`src/sv/gbc_pkg.sv`:
```
// shared widths, payload types and speed helpers for the gateway class codec
package gbc_pkg;

    localparam int CLASS_W = 8;
    localparam int IN_W    = 28;
    localparam int SPEED_W = 22;
    localparam int N_DOWN  = 32;
    localparam int N_UP    = 8;
    localparam int GROUP_N = 8;
    localparam int N_GROUP = N_DOWN / GROUP_N;
    localparam int SP_W    = $clog2(N_DOWN);
    localparam int U_W     = $clog2(N_UP);
    localparam int PROD_W  = SPEED_W + U_W;

    localparam logic FUNC_ENCODE = 1'b0;
    localparam logic FUNC_DECODE = 1'b1;

    typedef struct packed {
        logic               func;
        logic [IN_W-1:0]    down_kbit;
        logic [IN_W-1:0]    up_kbit;
        logic [CLASS_W-1:0] class_in;
    } t_req;

    typedef struct packed {
        logic [CLASS_W-1:0] class_code;
        logic [SPEED_W-1:0] down_out_kbit;
        logic [SPEED_W-1:0] up_out_kbit;
    } t_rsp;

    // down speed for scale bit and exponent packed as {s, p}
    function automatic logic [SPEED_W-1:0] down_cand(input logic [SP_W-1:0] sp);
        logic [SPEED_W-1:0] base;
        base = sp[SP_W-1] ? SPEED_W'(96) : SPEED_W'(64);
        return base << sp[SP_W-2:0];
    endfunction

    // (u + 1) * down / 8
    function automatic logic [SPEED_W-1:0] up_cand(input logic [SPEED_W-1:0] down,
                                                   input logic [U_W-1:0] u);
        logic [PROD_W-1:0] prod;
        prod = PROD_W'(down) * (PROD_W'(u) + PROD_W'(1));
        return prod[PROD_W-1:U_W];
    endfunction

    function automatic logic [IN_W-1:0] abs_diff(input logic [IN_W-1:0] a,
                                                 input logic [IN_W-1:0] b);
        return (a > b) ? (a - b) : (b - a);
    endfunction

    function automatic t_rsp decode_class(input logic [CLASS_W-1:0] c);
        t_rsp r;
        r.class_code = c;
        if (c == '0) begin
            r.down_out_kbit = '0;
            r.up_out_kbit   = '0;
        end else begin
            r.down_out_kbit = down_cand(c[CLASS_W-1:U_W]);
            r.up_out_kbit   = up_cand(r.down_out_kbit, c[U_W-1:0]);
        end
        return r;
    endfunction

endpackage

```
`src/sv/gbc_argmin.sv`:
```
// balanced compare tree returning the lowest index holding the smallest value
module gbc_argmin #(
    parameter int N = gbc_pkg::GROUP_N,
    parameter int W = gbc_pkg::IN_W
) (
    input  logic [W-1:0]         i_diff [N],
    output logic [W-1:0]         o_diff,
    output logic [$clog2(N)-1:0] o_idx
);
    localparam int L  = $clog2(N);
    localparam int IW = $clog2(N);

    logic [W-1:0]  d_lv [L+1][N];
    logic [IW-1:0] x_lv [L+1][N];

    always_comb begin
        for (int lv = 0; lv <= L; lv++) begin
            for (int j = 0; j < N; j++) begin
                d_lv[lv][j] = '0;
                x_lv[lv][j] = '0;
            end
        end
        for (int j = 0; j < N; j++) begin
            d_lv[0][j] = i_diff[j];
            x_lv[0][j] = IW'(j);
        end
        for (int lv = 0; lv < L; lv++) begin
            for (int j = 0; j < (N >> (lv + 1)); j++) begin
                // right side wins only when strictly smaller
                if (d_lv[lv][2*j+1] < d_lv[lv][2*j]) begin
                    d_lv[lv+1][j] = d_lv[lv][2*j+1];
                    x_lv[lv+1][j] = x_lv[lv][2*j+1];
                end else begin
                    d_lv[lv+1][j] = d_lv[lv][2*j];
                    x_lv[lv+1][j] = x_lv[lv][2*j];
                end
            end
        end
    end

    assign o_diff = d_lv[L][0];
    assign o_idx  = x_lv[L][0];
endmodule

```
`config.mk`:
```
export PLATFORM = sky130hd
export DESIGN_NAME = gbc_argmin
export DESIGN_NICKNAME = d
export VERILOG_FILES = /design/src/sv/gbc_pkg.sv /design/src/sv/gbc_argmin.sv
export SDC_FILE = /design/constraint.sdc
export NUM_CORES = 1
export LEC_CHECK = 0
export BUFFER_PORTS_ARGS = -buffer_cell sky130_fd_sc_hd__buf_2
export CORE_ASPECT_RATIO = 0.9
export CORE_UTILIZATION = 53
export DETAILED_ROUTE_END_ITERATION = 10
export PLACE_DENSITY = 0.95
export SETUP_SLACK_MARGIN = 0.3
export SLEW_MARGIN = 30
export SYNTH_ARGS = -nofsm -noshare
export SYNTH_HDL_FRONTEND = slang
export SYNTH_SLANG_ARGS = --single-unit
```
`constraint.sdc`:
```
create_clock -name vclk -period 10
set_input_delay 1 -clock vclk [all_inputs]
set_output_delay 1 -clock vclk [all_outputs]
set_load 0.005 [all_outputs]
```
==> run metrics <==
status=finished, final reports clean; CP max-delay cell=and2b_1; Fill cells=1,124; first-pass GRT wire length=32,800 µm; Post-Layout Cell Count=1,424; max_cap viols=0; Seq cells=0; Boundary Pins=255; Core Region=0.0128 mm²; NumNets Final=1,675; starting density of the core=54.6%; synthesized net count=1,420; RSZ-0062 raised after global routing=false; estimated wirelength of the detail-placed design=18,400 µm; DRT iter0 DRCs=411; Worst EP arrival=8.07 ns; Vias=7,990; register area=0 µm²; CP Class=primary input to primary output; number of global-route vias before repair=7,654; Worst VDD drop=0.0896 mV; Syn Inst Count=1,007; sw frac=52.9%; Netlist Area Pre-Place=0.00698 mm²; Fin Setup TNS=0 ns; Comb pwr share=100.0%; Rel. slew slack=37.0%; final core occ=67.3%; DIE AREA=0.0136 mm²; P_int=456 µW; worst hold-check path type=primary input to primary output; Avg Cell Area, Syn=6.93 µm²; WL per Instance=14.6 µm; vias per cell=5.61; RePlAce Congestion=0.907; crit path time final=9.07 ns; Reg power frac=0%; most frequent cells in the layout=buf_2, inv_1, ha_1; post-route ant nets=0; PnR worst setup slack=0.929 ns; Net Switching=512 µW; Leakage=0.00530 µW; number of remaining DRC errors=0; pre-CTS WS=0.655 ns; largest net degree at the start of global routing=40; Final Power=969 µW; fraction of layout cells with a size suffix above 1=25.3%; Clock Power Share=0%; Hold Violations, Final=0; Setup crit end kind=primary output; power per cell area=113 mW/mm²; final wirelength=20,700 µm; critical path peak fanout=24; All-Layer GR Usage=29.2%; Worst setup SP type=primary input; Die Width=123 µm; fmax=110 MHz; Final Max Slew Viols=0; Ant. Diodes=0; worst endpoint required time=9.00 ns; grt ovf=0; Cell Rows=39; actual slew at the worst max-slew pin=0.932 ns; post-synthesis sequential area ratio=0%; placed insts=1,408; initial antenna violation count=0; commonest non-fill, non-tap cell in the layout=buf_2; clock buf count=0; final setup vio count=0; Final period util=90.7%; die height=111 µm; area grow syn2layout=23.2%; Synth Warn #=0; post-synthesis cell type count=56; Port Buffers=255; max incr delay on CP=0.44 ns; drt first pass iters=5
-- power groups by stage --
stage	combinational [µW]	clock, µW	sequential (µW)
after floorplan	654	0	0
after global placement	913	0	0
after detailed placement	937	0	0
after CTS	944	0	0
after global routing	1080	0	0
final	969	0	0
-- critical path: cells and delay by family --
family,cells,cell delay [ns]
AND/OR/NAND/NOR,4,0.93
AO/OA/AOI/OAI,18,3.80
multiplexers,2,0.62
adder cells (fa/ha/maj),3,0.82
buffers and inverters,6,0.90
-- cells in the mapped netlist, types with 2 or more instances --
cell type  number  share of area (%)
nor3_1         11               0.79
clkbuf_1        8               0.43
a2111oi_0       2               0.25
and4_1          2               0.25
nor2b_1         3               0.27
inv_1         195                 10
ha_1          189                 34
nand2_1        47                2.5
a22oi_1         2               0.22
mux2i_1        86                 12
o21ai_1         4               0.29
buf_1           8               0.43
buf_6           4               0.65
nor4_1          4               0.36
and3_1          4               0.36
nand3_1        16                1.1
nand2b_1        4               0.36
a21o_1         19                2.0
a211o_1         2               0.25
mux2_2         13                2.1
o21ai_0        34                2.4
a21oi_1       148                 11
a211oi_1        6               0.65
buf_4           2               0.22
a311oi_1        2               0.25
a31oi_1         4               0.36
o22ai_1         2               0.18
o211ai_1        4               0.43
mux2_1          8                1.3
nand4_1        26                2.3
mux2_4         10                2.2
a221oi_1        5               0.63
buf_2           7               0.50
nor2_1        103                5.5
o31ai_1         2               0.22
-- cells by family (layout without fill, tap and decap cells) --
kind of cell	count (synthesis)	in the layout	synth area share, %
compound gates	249	249	20.7
simple gates	227	227	14.7
buf+inv	225	478	12.8
fa+ha+maj	189	189	33.9
mux	117	117	17.9
-- cell type report --
cell class	count	area, µm²	area share (%)
Timing Repair Buffer	282	1520	17.6
Tap cell	164	205	2.39
Multi-Input combinational cell	782	6140	71.4
Inverter	196	738	8.58
-- layer usage --
metal	track usage [%]	share of wire (%)	vias up
met5	0	0	-
met4	7.56	2.8	0
met3	2.62	7.0	55
met2	53.5	49	315
met1	35.7	42	3590
li1	-	-	4030
-- path summary, 6_finish.rpt --
path	end	start	slack, ns	cells past startpoint
setup / recovery	o_diff[27]	i_diff[93]	0.93	33
hold / removal	o_diff[7]	i_diff[119]	2.62	5
-- what timing repair did --
action                                  in CTS  in global routing
setup buffers                                0                 16
hold buffers                                 0                  0
resized for setup                            0                  1
endpoints found under the setup margin       0                 28
-- stage by stage --
stage          hold slack [ns]  instance area, µm²
2_1_floorplan             2.34                6980
3_3_place_gp              2.63                8450
3_5_place_dp              2.62                8450
4_1_cts                   2.62                8450
5_1_grt                   2.66                8600
6_report                  2.62                8600
No activity file was read; power rests on OpenSTA's default activity.
